`src/rtl/dksc_pkg.sv`:
```
// shared types and constants for the debounced key sweep controller
// used by every module of the block and by its checker
package dksc_pkg;

  // key debouncer timing, in sweep ticks
  localparam logic [3:0] DEBOUNCE_TICKS = 4'd10;

  // arithmetic on frequency settings is done at this signed width
  typedef logic signed [10:0] fcalc_t;

  localparam fcalc_t FREQ_LIMIT       = 11'sd400;
  localparam fcalc_t FREQ_MIN         = 11'sd10;
  localparam fcalc_t FREQ_INC         = 11'sd10;
  localparam fcalc_t FREQ_SAT         = 11'sd511;
  localparam fcalc_t STEP_MAX         = 11'sd51;
  localparam fcalc_t STEP_INC         = 11'sd5;
  localparam fcalc_t STEP_MIN         = 11'sd1;

  // reset values of the settings and tracking registers
  localparam logic [5:0] STEP_RST     = 6'd1;
  localparam logic [8:0] START_RST    = 9'd10;
  localparam logic [8:0] STOP_RST     = 9'd400;
  localparam logic [8:0] SINGLE_RST   = 9'd200;
  localparam logic [8:0] POINT_RST    = 9'd10;
  localparam logic [8:0] BAND_LO_DFLT = 9'd10;
  localparam logic [8:0] BAND_HI_DFLT = 9'd400;

  // gains in 1/16 dB
  localparam logic signed [11:0] PEAK_RESET = -12'sd1600;
  localparam logic signed [12:0] DROP_3DB   = 13'sd48;
  localparam logic signed [12:0] GAIN_MIN   = -13'sd2048;

  // debouncer phases
  typedef enum logic [2:0] {
    KP_WAIT = 3'd1,
    KP_DLY  = 3'd2,
    KP_TEST = 3'd3,
    KP_EXE  = 3'd4,
    KP_UP   = 3'd5
  } key_phase_t;

  // menu modes
  typedef enum logic [2:0] {
    MODE_STEP   = 3'd0,
    MODE_START  = 3'd1,
    MODE_STOP   = 3'd2,
    MODE_SINGLE = 3'd3,
    MODE_ZERO   = 3'd4
  } menu_mode_t;

  // band tracking phases
  typedef enum logic [1:0] {
    BP_SEEK = 2'd0,
    BP_IN   = 2'd1,
    BP_DONE = 2'd2
  } band_phase_t;

  // sweep settings as seen after this tick's key actions
  typedef struct packed {
    menu_mode_t mode;
    logic [5:0] step_size;
    logic [8:0] start_freq;
    logic [8:0] stop_freq;
    logic [8:0] single_freq;
  } settings_t;

  // one result item
  typedef struct packed {
    logic [8:0] point_freq;
    logic [8:0] drive_freq;
    menu_mode_t menu_mode;
    logic       report_valid;
    logic [8:0] peak_freq;
    logic [8:0] band_start;
    logic [8:0] band_end;
    logic [8:0] band_width;
  } result_t;

  // key events of one tick
  typedef struct packed {
    logic mode_fire;
    logic up_fire;
    logic down_fire;
  } key_fire_t;

endpackage

```
`src/rtl/dksc_debounce.sv`:
```
// one key debouncer: wait, delay, test, execute, wait for release
// phases may fall through several steps within one tick; uses dksc_pkg
module dksc_debounce (
  input  logic clk,
  input  logic rst_n,
  input  logic step_en,
  input  logic level,
  output logic fired
);
  import dksc_pkg::*;

  key_phase_t phase_r, phase_nxt;
  logic [3:0] delay_r, delay_nxt;
  logic [3:0] delay_inc;
  logic       reach_test;

  assign delay_inc = delay_r + 4'd1;

  // next phase, checked once per phase in order
  always_comb begin
    phase_nxt = phase_r;
    delay_nxt = delay_r;
    if (phase_nxt == KP_WAIT && level) begin
      phase_nxt = KP_DLY;
    end
    if (phase_nxt == KP_DLY) begin
      delay_nxt = delay_inc;
      if (delay_inc == DEBOUNCE_TICKS) begin
        delay_nxt = '0;
        phase_nxt = KP_TEST;
      end
    end
    if (phase_nxt == KP_TEST) begin
      phase_nxt = level ? KP_EXE : KP_WAIT;
    end
    if (phase_nxt == KP_EXE) begin
      phase_nxt = KP_UP;
    end
    if (phase_nxt == KP_UP && !level) begin
      phase_nxt = KP_WAIT;
    end
  end

  // key event: execute phase is reached during this tick
  always_comb begin
    reach_test = 1'b0;
    unique case (phase_r)
      KP_WAIT: reach_test = level && (delay_inc == DEBOUNCE_TICKS);
      KP_DLY:  reach_test = (delay_inc == DEBOUNCE_TICKS);
      KP_TEST: reach_test = 1'b1;
      default: reach_test = 1'b0;
    endcase
    fired = (phase_r == KP_EXE) || (reach_test && level);
  end

  always_ff @(posedge clk) begin
    if (!rst_n) begin
      phase_r <= KP_WAIT;
      delay_r <= '0;
    end else if (step_en) begin
      phase_r <= phase_nxt;
      delay_r <= delay_nxt;
    end
  end

endmodule

```
`src/rtl/dksc_settings.sv`:
```
// menu mode and sweep settings, changed by debounced key events
// presents the settings as they stand after this tick's keys; uses dksc_pkg
module dksc_settings (
  input  logic                clk,
  input  logic                rst_n,
  input  logic                step_en,
  input  dksc_pkg::key_fire_t fire,
  output dksc_pkg::settings_t set_nxt
);
  import dksc_pkg::*;

  menu_mode_t mode_r;
  logic [5:0] step_r;
  logic [8:0] start_r;
  logic [8:0] stop_r;
  logic [8:0] single_r;

  // key actions: mode key first, then up, then down
  always_comb begin
    menu_mode_t mode_v;
    fcalc_t     step_v;
    fcalc_t     start_v;
    fcalc_t     stop_v;
    fcalc_t     single_v;
    mode_v   = mode_r;
    step_v   = fcalc_t'({5'd0, step_r});
    start_v  = fcalc_t'({2'd0, start_r});
    stop_v   = fcalc_t'({2'd0, stop_r});
    single_v = fcalc_t'({2'd0, single_r});

    if (fire.mode_fire) begin
      unique case (mode_v)
        MODE_STEP:   mode_v = MODE_START;
        MODE_START:  mode_v = MODE_STOP;
        MODE_STOP:   mode_v = MODE_SINGLE;
        MODE_SINGLE: mode_v = MODE_ZERO;
        default:     mode_v = MODE_STEP;
      endcase
    end

    if (fire.up_fire) begin
      unique case (mode_v)
        MODE_STEP: begin
          step_v = step_v + STEP_INC;
          if (step_v > STEP_MAX) step_v = STEP_MIN;
        end
        MODE_START: begin
          start_v = start_v + FREQ_INC;
          if (stop_v - step_v < start_v) start_v = stop_v - step_v;
          if (start_v < FREQ_MIN) start_v = FREQ_MIN;
        end
        MODE_STOP: begin
          stop_v = stop_v + FREQ_INC;
          if (stop_v > FREQ_LIMIT) stop_v = FREQ_LIMIT;
        end
        MODE_SINGLE: begin
          single_v = single_v + FREQ_INC;
          if (single_v > FREQ_LIMIT) single_v = FREQ_LIMIT;
        end
        default: ;
      endcase
    end

    if (fire.down_fire) begin
      unique case (mode_v)
        MODE_STEP: begin
          step_v = step_v - STEP_INC;
          if (step_v < STEP_MIN) step_v = STEP_MIN;
        end
        MODE_START: begin
          start_v = start_v - FREQ_INC;
          if (start_v < FREQ_MIN) start_v = FREQ_MIN;
        end
        MODE_STOP: begin
          stop_v = stop_v - FREQ_INC;
          if (start_v + step_v > stop_v) stop_v = start_v + step_v;
          if (stop_v > FREQ_SAT) stop_v = FREQ_SAT;
        end
        MODE_SINGLE: begin
          single_v = single_v - FREQ_INC;
          if (single_v < FREQ_MIN) single_v = FREQ_MIN;
          if (single_v > FREQ_LIMIT) single_v = FREQ_LIMIT;
        end
        default: mode_v = MODE_STEP;
      endcase
    end

    set_nxt.mode        = mode_v;
    set_nxt.step_size   = step_v[5:0];
    set_nxt.start_freq  = start_v[8:0];
    set_nxt.stop_freq   = stop_v[8:0];
    set_nxt.single_freq = single_v[8:0];
  end

  always_ff @(posedge clk) begin
    if (!rst_n) begin
      mode_r   <= MODE_STEP;
      step_r   <= STEP_RST;
      start_r  <= START_RST;
      stop_r   <= STOP_RST;
      single_r <= SINGLE_RST;
    end else if (step_en) begin
      mode_r   <= set_nxt.mode;
      step_r   <= set_nxt.step_size;
      start_r  <= set_nxt.start_freq;
      stop_r   <= set_nxt.stop_freq;
      single_r <= set_nxt.single_freq;
    end
  end

endmodule

```
`src/rtl/dksc_track.sv`:
```
// sweep point stepping, peak and band tracking, end-of-sweep report
// takes the post-key settings from dksc_settings; uses dksc_pkg
module dksc_track (
  input  logic                clk,
  input  logic                rst_n,
  input  logic                step_en,
  input  logic signed [11:0]  gain_db,
  input  dksc_pkg::settings_t set_nxt,
  output dksc_pkg::result_t   res
);
  import dksc_pkg::*;

  logic [8:0]         point_r, point_nxt;
  logic signed [11:0] peak_gain_r, peak_gain_nxt;
  logic [8:0]         peak_point_r, peak_point_nxt;
  logic signed [11:0] thr_r, thr_nxt;
  band_phase_t        band_r, band_nxt;
  logic [8:0]         band_lo_r, band_lo_nxt;
  logic [8:0]         band_hi_r, band_hi_nxt;

  logic               active;
  logic               sweep_end;
  logic               report;
  logic               peak_upd;
  logic signed [11:0] pk_gain_v;
  logic [8:0]         pk_point_v;
  band_phase_t        band_v;
  logic [8:0]         lo_v;
  logic [8:0]         hi_v;
  logic signed [12:0] thr_calc;
  logic signed [9:0]  width_calc;
  logic [9:0]         point_sum;

  assign active    = (set_nxt.mode != MODE_SINGLE);
  assign sweep_end = (point_r[8:1] >= set_nxt.stop_freq[8:1]);
  assign report    = active && sweep_end;

  // peak and band crossing updates for this point
  always_comb begin
    peak_upd   = (gain_db > peak_gain_r);
    pk_gain_v  = peak_upd ? gain_db : peak_gain_r;
    pk_point_v = peak_upd ? point_r : peak_point_r;
    band_v     = band_r;
    lo_v       = band_lo_r;
    hi_v       = band_hi_r;
    if (band_v == BP_SEEK && gain_db > thr_r) begin
      band_v = BP_IN;
      lo_v   = point_r;
    end
    if (band_v == BP_IN && gain_db < thr_r) begin
      band_v = BP_DONE;
      hi_v   = point_r;
    end
  end

  // new threshold 3 dB under the peak, saturated
  always_comb begin
    thr_calc = {pk_gain_v[11], pk_gain_v} - DROP_3DB;
    if (thr_calc < GAIN_MIN) thr_calc = GAIN_MIN;
  end

  // band width, negative shown as zero
  assign width_calc = $signed({1'b0, hi_v}) - $signed({1'b0, lo_v});

  // next tracking state
  always_comb begin
    peak_gain_nxt  = peak_gain_r;
    peak_point_nxt = peak_point_r;
    thr_nxt        = thr_r;
    band_nxt       = band_r;
    band_lo_nxt    = band_lo_r;
    band_hi_nxt    = band_hi_r;
    if (active) begin
      peak_point_nxt = pk_point_v;
      if (sweep_end) begin
        thr_nxt       = thr_calc[11:0];
        peak_gain_nxt = PEAK_RESET;
        band_lo_nxt   = BAND_LO_DFLT;
        band_hi_nxt   = BAND_HI_DFLT;
        band_nxt      = BP_SEEK;
      end else begin
        peak_gain_nxt = pk_gain_v;
        band_lo_nxt   = lo_v;
        band_hi_nxt   = hi_v;
        band_nxt      = band_v;
      end
    end
  end

  // sweep advance, back to start past the stop point
  always_comb begin
    point_sum = {1'b0, point_r} + {4'd0, set_nxt.step_size};
    if (point_sum > {1'b0, set_nxt.stop_freq}) begin
      point_nxt = set_nxt.start_freq;
    end else begin
      point_nxt = point_sum[8:0];
    end
  end

  // result of this tick
  always_comb begin
    res.point_freq   = point_r;
    res.drive_freq   = active ? point_r : set_nxt.single_freq;
    res.menu_mode    = set_nxt.mode;
    res.report_valid = report;
    res.peak_freq    = report ? pk_point_v : '0;
    res.band_start   = report ? lo_v : '0;
    res.band_end     = report ? hi_v : '0;
    res.band_width   = (report && !width_calc[9]) ? width_calc[8:0] : '0;
  end

  always_ff @(posedge clk) begin
    if (!rst_n) begin
      point_r      <= POINT_RST;
      peak_gain_r  <= '0;
      peak_point_r <= '0;
      thr_r        <= '0;
      band_r       <= BP_SEEK;
      band_lo_r    <= '0;
      band_hi_r    <= '0;
    end else if (step_en) begin
      point_r      <= point_nxt;
      peak_gain_r  <= peak_gain_nxt;
      peak_point_r <= peak_point_nxt;
      thr_r        <= thr_nxt;
      band_r       <= band_nxt;
      band_lo_r    <= band_lo_nxt;
      band_hi_r    <= band_hi_nxt;
    end
  end

endmodule

```
`src/rtl/debounced_key_sweep_controller.sv`:
```
// top level of the debounced key sweep controller
// instantiates dksc_debounce (x3), dksc_settings, dksc_track; uses dksc_pkg
//
//   channel   | dir | handshake            | payload
//   ----------+-----+----------------------+----------------------------------------
//   in_*      | in  | in_tvalid/in_tready  | one sweep tick: three key levels, gain
//   out_*     | out | out_tvalid/out_tready| point, drive, mode, report (tuser flag)
//
// one item per cycle sustained while out_tready stays high; an accepted item is held in the input
// register, then processed into the output register
// input and output registers decouple the sides: an item is taken while a result
// waits, and the input register stalls only when the output register is full
// synchronous active-low reset returns all keys, settings and tracking to defaults
module debounced_key_sweep_controller (
  input  logic        clk,
  input  logic        rst_n,
  input  logic        in_tvalid,
  output logic        in_tready,
  input  logic [15:0] in_tdata,   // [0] mode_key, [1] up_key, [2] down_key, [14:3] gain_db
  output logic        out_tvalid,
  input  logic        out_tready,
  output logic [63:0] out_tdata,  // [8:0] point_freq, [17:9] drive_freq, [20:18] menu_mode,
                                  // [29:21] peak_freq, [38:30] band_start,
                                  // [47:39] band_end, [56:48] band_width
  output logic [0:0]  out_tuser   // [0] report_valid
);
  import dksc_pkg::*;

  logic               in_valid_r, in_valid_nxt;
  logic [14:0]        in_data_r;
  logic               out_valid_r, out_valid_nxt;
  result_t            out_data_r;
  logic               advance;
  key_fire_t          fire;
  settings_t          set_nxt;
  result_t            res;

  // one tick is processed when the output register is free or draining
  assign advance   = in_valid_r && (!out_valid_r || out_tready);
  assign in_tready = !in_valid_r || advance;

  assign in_valid_nxt  = (in_tvalid && in_tready) || (in_valid_r && !advance);
  assign out_valid_nxt = advance || (out_valid_r && !out_tready);

  // control registers
  always_ff @(posedge clk) begin
    if (!rst_n) begin
      in_valid_r  <= 1'b0;
      out_valid_r <= 1'b0;
    end else begin
      in_valid_r  <= in_valid_nxt;
      out_valid_r <= out_valid_nxt;
    end
  end

  // payload registers
  always_ff @(posedge clk) begin
    if (in_tvalid && in_tready) begin
      in_data_r <= in_tdata[14:0];
    end
    if (advance) begin
      out_data_r <= res;
    end
  end

  // key debouncers
  dksc_debounce u_mode_key (
    .clk     (clk),
    .rst_n   (rst_n),
    .step_en (advance),
    .level   (in_data_r[0]),
    .fired   (fire.mode_fire)
  );

  dksc_debounce u_up_key (
    .clk     (clk),
    .rst_n   (rst_n),
    .step_en (advance),
    .level   (in_data_r[1]),
    .fired   (fire.up_fire)
  );

  dksc_debounce u_down_key (
    .clk     (clk),
    .rst_n   (rst_n),
    .step_en (advance),
    .level   (in_data_r[2]),
    .fired   (fire.down_fire)
  );

  dksc_settings u_settings (
    .clk     (clk),
    .rst_n   (rst_n),
    .step_en (advance),
    .fire    (fire),
    .set_nxt (set_nxt)
  );

  dksc_track u_track (
    .clk     (clk),
    .rst_n   (rst_n),
    .step_en (advance),
    .gain_db ($signed(in_data_r[14:3])),
    .set_nxt (set_nxt),
    .res     (res)
  );

  // output packing
  assign out_tvalid = out_valid_r;
  assign out_tdata  = {7'd0,
                       out_data_r.band_width,
                       out_data_r.band_end,
                       out_data_r.band_start,
                       out_data_r.peak_freq,
                       out_data_r.menu_mode,
                       out_data_r.drive_freq,
                       out_data_r.point_freq};
  assign out_tuser  = out_data_r.report_valid;

endmodule

```
`config.mk`:
```
export PLATFORM = sky130hd
export DESIGN_NAME = debounced_key_sweep_controller
export DESIGN_NICKNAME = d
export VERILOG_FILES = /design/src/rtl/dksc_pkg.sv /design/src/rtl/dksc_debounce.sv /design/src/rtl/dksc_settings.sv /design/src/rtl/dksc_track.sv /design/src/rtl/debounced_key_sweep_controller.sv
export SDC_FILE = /design/constraint.sdc
export NUM_CORES = 1
export LEC_CHECK = 0
export BUFFER_PORTS_ARGS = -buffer_cell sky130_fd_sc_hd__buf_4
export CAP_MARGIN = 5
export CELL_PAD_IN_SITES_DETAIL_PLACEMENT = 0
export CELL_PAD_IN_SITES_GLOBAL_PLACEMENT = 1
export CORE_MARGIN = 2
export CORE_UTILIZATION = 32
export CTS_CLUSTER_DIAMETER = 100
export CTS_CLUSTER_SIZE = 40
export DETAILED_ROUTE_END_ITERATION = 8
export PLACE_DENSITY = 0.6
export SLEW_MARGIN = 15
export SYNTH_ARGS = -nofsm -noshare
export SYNTH_HDL_FRONTEND = slang
export SYNTH_SLANG_ARGS = --single-unit
```
`constraint.sdc`:
```
create_clock -name clk -period 12.8 [get_ports clk]
set_clock_uncertainty 0.2 [all_clocks]
set_input_delay 2.56 -clock clk [delete_from_list [all_inputs] [get_ports clk]]
set_output_delay 2.56 -clock clk [all_outputs]
set_load 0.05 [all_outputs]
```
## After elaboration in Yosys (flattened, before gate mapping)

Cells that the tools add are included.

| cells by class | value |
|---|---|
| add/subtract/negate cells | 16 |
| multiply operators | 0 |
| div/mod/pow operators | 0 |
| magnitude comparators | 17 |
| equal/unequal tests | 35 |
| shift-type cells | 0 |
| mux-type cells | 77 |
| bitwise gates (word level) | 0 |
| reductions and logical operators | 44 |

Operators with widths:

| cell | count |
|---|---|
| 2-to-1 mux 11 bit | 21 |
| 2-to-1 mux 9 bit | 16 |
| 2-to-1 mux 3 bit | 24 |
| == test 3 x 2 -> 1 bit (second input constant) | 16 |
| > comparator 11 x 10 -> 1 bit (second input constant) | 4 |
| 2-to-1 mux 12 bit | 3 |
| less-than comparator 11 x 5 -> 1 bit (second input constant) | 3 |
| subtractor 11 x 5 -> 11 bit (second input constant) | 3 |
| adder 9 x 4 -> 10 bit (second input constant) | 3 |
| == test 3 bit (second input constant) | 9 |
| > comparator 12 bit | 2 |
| logical AND 1 bit | 20 |
| 2-to-1 mux 6 bit | 3 |
| == test 3 x 1 -> 1 bit (second input constant) | 5 |
| less-than comparator 13 x 12 -> 1 bit (second input constant) | 1 |
| subtractor 12 x 7 -> 13 bit (second input constant) | 1 |
| adder 4 x 1 -> 4 bit (second input constant) | 3 |
| == test 4 bit (second input constant) | 3 |
| less-than comparator 12 bit | 1 |
| 2-to-1 mux 4 bit | 3 |
| case mux 3 bit (4 select lines) | 1 |
| adder 11 bit | 1 |
| > comparator 11 bit | 1 |
| > comparator 11 x 7 -> 1 bit (second input constant) | 1 |
| 20 further kinds | 41 |

| storage, ports and cells | value |
|---|---|
| register bits | 194 |
| latch bits | 0 |
| bits in writable memories | 0 |
| memory bits (read-only) | 0 |
| bits of input ports | 20 |
| logic and storage cells | 218 |
| memories kept | 0 |

## Logic depth before layout (Yosys ltp)

| logic depth | value |
|---|---|
| word-level depth | 26 |
| depth in mapped cells | 56 |
| depth with buffers taken out | 53 |

## Modules after synthesis

A second synthesis with hierarchy kept.

| second synthesis, totals | value |
|---|---|
| cells, all modules | 1,795 |
| area, all modules | 15,230.9 µm² |

By module, submodules not included:

| module | times used | cells each | area an instance (µm²) |
|---|---|---|---|
| dksc_settings | 1 | 891 | 6,129.6 |
| dksc_track | 1 | 610 | 4,951.0 |
| debounced_key_sweep_controller | 1 | 90 | 2,352.3 |
| dksc_debounce | 3 | 68 | 599.3 |

## Worst setup path before layout

OpenSTA, ideal clock, no wires.

| path | value |
|---|---|
| path type | register to register |
| from | reg u_settings.step_r[1] |
| to | reg u_track.band_hi_r[1] |
| setup time | 0.068 ns |
| arrival | 10.506 ns |
| setup slack | 2.026 ns |
| cell stages (with the launch flop) | 52 |
| buffers on the path | 4 |
| cell sequence | dfxtp_1 -> inv_1 -> ha_1 -> nor2b_1 -> o31a_1 -> o21a_1 -> or3_1 -> and2_1 -> ha_1 -> a21oi_1 -> nor2b_1 -> o21ai_0 -> nand2b_1 -> a21oi_1 -> o21bai_1 -> ha_1 -> clkbuf_1 -> inv_1 -> [... 16 more ...] -> a21o_1 -> a211oi_1 -> nand2_1 -> o311ai_0 -> mux2_4 -> buf_2 -> o21ai_0 -> a21oi_1 -> a32oi_1 -> ha_1 -> nand2b_1 -> maj3_2 -> and4_1 -> a211o_2 -> or3_1 -> buf_6 -> buf_6 -> o21ai_2 |

RTL lines:

| element | RTL line | text |
|---|---|---|
| start, declared | dksc_settings.sv:13 | `logic [5:0] step_r;` |
| start signal, assigned | dksc_settings.sv:104 | `step_r <= set_nxt.step_size;` |
| end signal, assigned | dksc_track.sv:128 | `band_hi_r <= band_hi_nxt;` |
| end, declared | dksc_track.sv:19 | `logic [8:0] band_hi_r, band_hi_nxt;` |

## Final worst setup path

| path | value |
|---|---|
| from | reg u_settings.step_r[3] |
| to | reg u_track.point_r[6] |

| between the ends | value |
|---|---|
| word-level cells in the longest chain between the ends | 20 |

RTL lines:

| element | RTL line | text |
|---|---|---|
| subtractor 9 x 6 -> 10 bit | dksc_settings.sv:49 | `if (stop_v - step_v < start_v) start_v = stop_v - step_v;` |
| less-than comparator 11 bit | dksc_settings.sv:49 |  |
| 2-to-1 mux 11 bit | dksc_settings.sv:49 |  |
| 2-to-1 mux 11 bit | dksc_settings.sv:42 | `unique case (mode_v)` |
| 2-to-1 mux 11 bit | dksc_settings.sv:41 | `if (fire.up_fire) begin` |
| less-than comparator 11 x 5 -> 1 bit | dksc_settings.sv:50 | `if (start_v < FREQ_MIN) start_v = FREQ_MIN;` |
| 2-to-1 mux 11 bit | dksc_settings.sv:50 |  |
| 2-to-1 mux 11 bit | dksc_settings.sv:42 |  |
| [... 4 more ...] | n/a |  |
| 2-to-1 mux 11 bit | dksc_settings.sv:65 | `unique case (mode_v)` |
| 2-to-1 mux 11 bit | dksc_settings.sv:64 | `if (fire.down_fire) begin` |
| > comparator 11 x 10 -> 1 bit | dksc_settings.sv:77 | `if (stop_v > FREQ_SAT) stop_v = FREQ_SAT;` |
| 2-to-1 mux 9 bit | dksc_settings.sv:77 |  |
| 2-to-1 mux 9 bit | dksc_settings.sv:65 |  |
| 2-to-1 mux 9 bit | dksc_settings.sv:64 |  |
| > comparator 10 x 9 -> 1 bit | dksc_track.sv:93 | `if (point_sum > {1'b0, set_nxt.stop_freq}) begin` |
| 2-to-1 mux 9 bit * | dksc_track.sv:93 |  |
| end signal, assigned | dksc_track.sv:122 | `point_r <= point_nxt;` |
| end, declared | dksc_track.sv:13 | `logic [8:0] point_r, point_nxt;` |

Mark *: on every way between the ends. The rest lies on a longest branch, timed or not. The select of a mux whose other input is x is not followed.
A chain may end at the register's enable or synchronous reset.

==> impl_metrics.toml <==
[synth]
synth_commonest_cells = "nand2_1 (207), nor2_1 (169), dfxtp_1 (121)"
netlist_area_um2 = 14590
synth_most_common_cell = "nand2_1"
synth.distinct_cells = 106
netlist_instances = 1764
synth_warnings = 0
yosys_register_bits = 194
synth_ff_type = "dfxtp_1"
syn_avg_cell_area_um2 = 8.273
synthTopCellsByArea = "dfxtp_1 (17%), edfxtp_1 (15%), ha_1 (8.6%)"
seq_area_frac_synth_pct = 31.62
async_flop_share_pct = 0
synth_top_area_share_pct = 16.60
synth-edff-count = 73
synth_top_area_cell = "dfxtp_1"

[sta]
finalSetupViolCount = 0
max_freq_ghz = 0.08493
min_period_over_period_pct = 91.99
timing.setup.tns_ns = 0
post-route-min-period_ns = 11.77
finalHoldViolations = 0
worstMarginPinSlew_ns = 1.033
relSlewSlack_pct = 30.82
slew_viol_final = 0
rsz0062_at_grt = "false"

[layout]
multiInputGateArea_um2 = 9210
nFillCells = 4712
syn2layout_area_growth_pct = 11.93
regArea_um2 = 4614
drive_gt1_share_pct = 12.21
fin_util_pct = 36.15
fin_nets = 1929

[clock_tree]
cts_root_buf = "clkbuf_16"
clk_latency_ns = 0.47
cts_buffers = 17
post_cts_buffers = 0
htree_levels = 4
cts_tree = "yes"
clk_pin_slew_ns = 0.09
clockBufferDepth = 2
clock_sinks = 194

[floorplan]
die_h_um = 217.6
rows = 78
dieArea_um2 = 47330
core_um2 = 45190
start_util_pct = 32.30
ios = 87
die_x_um = 217.6

[route]
dr.first_iter.drc_count = 868
post_drt_wl_per_cell_um = 18.11
drc_errors = 0
vias = 13010
avgViaCountPerCell = 5.377
wirelength_um = 43810
drtAntennaViolNets = 0
dr.pass1.iters = 5

[setup_path]
worstPathRequired_ns = 12.94
critPathCaptureType = "flop"
critical_path_class = "flop to flop"
worstPathMaxFanout = 14
cp.arrival_ns = 11.91
slowest_stage = "a2111oi_1"
cp-start-kind = "flop"
worst_path_most_repeated_cell = "ha_1"
r2r_slack_ns = 1.03
cpPeakStageDelay_ns = 0.52

[placement]
io_buffers = 78
gp_congestion = 0.8228
hpwl_um = 32850

[power_and_ir_drop]
clock_power_share_pct = 31.9
seqPwrFrac_pct = 42.1
power_density_nw_per_um2 = 101.2
comb_power_share_pct = 26.0
p_int_uw = 1081
ir_drop_mv = 0.08880
total_leakage_power_uw = 0.006483
power.switching_uw = 572.1
p_sw_share_pct = 34.60

[job]
maxCapViolCount = 0

[min_path]
hold_path.class = "flop to flop"

[grt]
antenna_found_initial = 1
overflow = 0
grt_pass1_vias = 12510
grtUsageTotal_pct = 18.66
grt_pass1_wl_um = 69750
grt_max_degree = 64

[outcome]
status = "complete, no violations"
[worst paths after layout]
path / start / to / cells after the start
max: u_settings.step_r[3]$_SDFFE_PN0P_ / u_track.point_r[6]$_SDFFE_PN0P_ / 49
min: u_track.band_lo_r[2]$_SDFFE_PN0P_ / u_track.band_lo_r[2]$_SDFFE_PN0P_ / 2
max reg2reg: u_settings.step_r[3]$_SDFFE_PN0P_ / u_track.point_r[6]$_SDFFE_PN0P_ / 49
min reg2reg: u_track.band_lo_r[2]$_SDFFE_PN0P_ / u_track.band_lo_r[2]$_SDFFE_PN0P_ / 2
[kinds of logic after synthesis]
group	share of synthesized area, %
DFF	31.62
xor gates and xnor gates	3.172
muxes	4.527
buffers and inverters	5.573
adders and majority gates	9.336
AOI/OAI and AO/OA	23.85
and+or+nand+nor	21.90
other	0.02570
[routing by layer]
metal	GRT usage (%)	wire [um]	up-vias
met5	0	0	-
met4	4.954	805	0
met3	3.682	1674	39
met2	30.02	20060	230
met1	25.45	21260	6207
li1	-	-	6532
[sequential cells by signal, summed over array words and instances (netlist names), 6 cells and up]
| name | count |
|---|---|
| u_track.band_hi_r | 9 |
| u_track.point_r | 9 |
| u_settings.step_r | 6 |
| u_settings.single_r | 9 |
| u_settings.stop_r | 9 |
| out_tdata | 57 |
| u_settings.start_r | 9 |
| u_track.peak_gain_r | 12 |
| u_track.band_lo_r | 9 |
| u_track.peak_point_r | 9 |
| u_track.thr_r | 12 |
| in_data_r | 15 |
[layout by cell type, fill, tap and decap left out, drive strengths merged, types with 9 or more instances in the layout]
| cell type | count |
|---|---|
| nor2 | 169 |
| nand2b | 26 |
| a31oi | 19 |
| xor2 | 16 |
| buf | 108 |
| nor3 | 64 |
| or2 | 22 |
| inv | 98 |
| nand2 | 208 |
| ha | 100 |
| nor3b | 11 |
| a21boi | 11 |
| and3 | 12 |
| a21oi | 107 |
| a22o | 11 |
| and2 | 17 |
| edfxtp | 73 |
| o2111ai | 9 |
| nand4 | 17 |
| a211oi | 20 |
| xnor2 | 36 |
| nor2b | 32 |
| o21a | 19 |
| o22ai | 15 |
| o21bai | 11 |
| or3 | 16 |
| a21o | 22 |
| clkbuf | 19 |
| o21ai | 110 |
| mux2 | 10 |
| o211ai | 35 |
| dfxtp | 121 |
| o31ai | 11 |
| nor4 | 11 |
| nand3 | 29 |
| mux2i | 54 |
[stage by stage]
stage / setup slack, ns / total power [uW] / instance area, um2 / cells / hold slack [ns]
floorplan: 2.026 / 1026 / 14620 / 1771 / 0.2250
global placement: 0.8085 / 1136 / 15770 / 2386 / 0.2350
detailed placement: 0.8132 / 1138 / 15770 / 2386 / 0.2410
CTS: 0.7280 / 1673 / 16320 / 2418 / 0.2519
global route: 0.05952 / 1749 / 16330 / 2418 / 0.2728
finish: 1.026 / 1653 / 16340 / 2419 / 0.2531
[cell type report]
class	instances	area share, %
tap	600	4.596
timing repair buffer	108	5.193
sequential	194	28.25
clock buffer	19	2.650
inverter	93	2.152
multi-input combinational	1391	56.38
clock inverter	13	0.7659
antenna	1	0.01532
[worst max-delay path: cells and delay by family (launching register included)]
kind / cells / cell delay (ns)
compound gates: 23 / 5.04
fa+ha+maj: 7 / 2.22
buf+inv: 4 / 0.72
flops: 1 / 0.51
mux: 1 / 0.35
simple gates: 14 / 2.56
[what timing repair did]
action | CTS | global route
hold buffers | 0 | 0
gates resized for setup | 0 | 3
setup endpoints to repair | 0 | 87
[power groups by stage]
stage               registers (uW)  logic [uW]  clock network, uW
floorplan                      722         304                  0
global placement               710         426                  0
detailed placement             710         428                  0
CTS                            696         430                546
global route                   700         480                568
finish                         696         430                528
(Power assumes the default switching activity.)
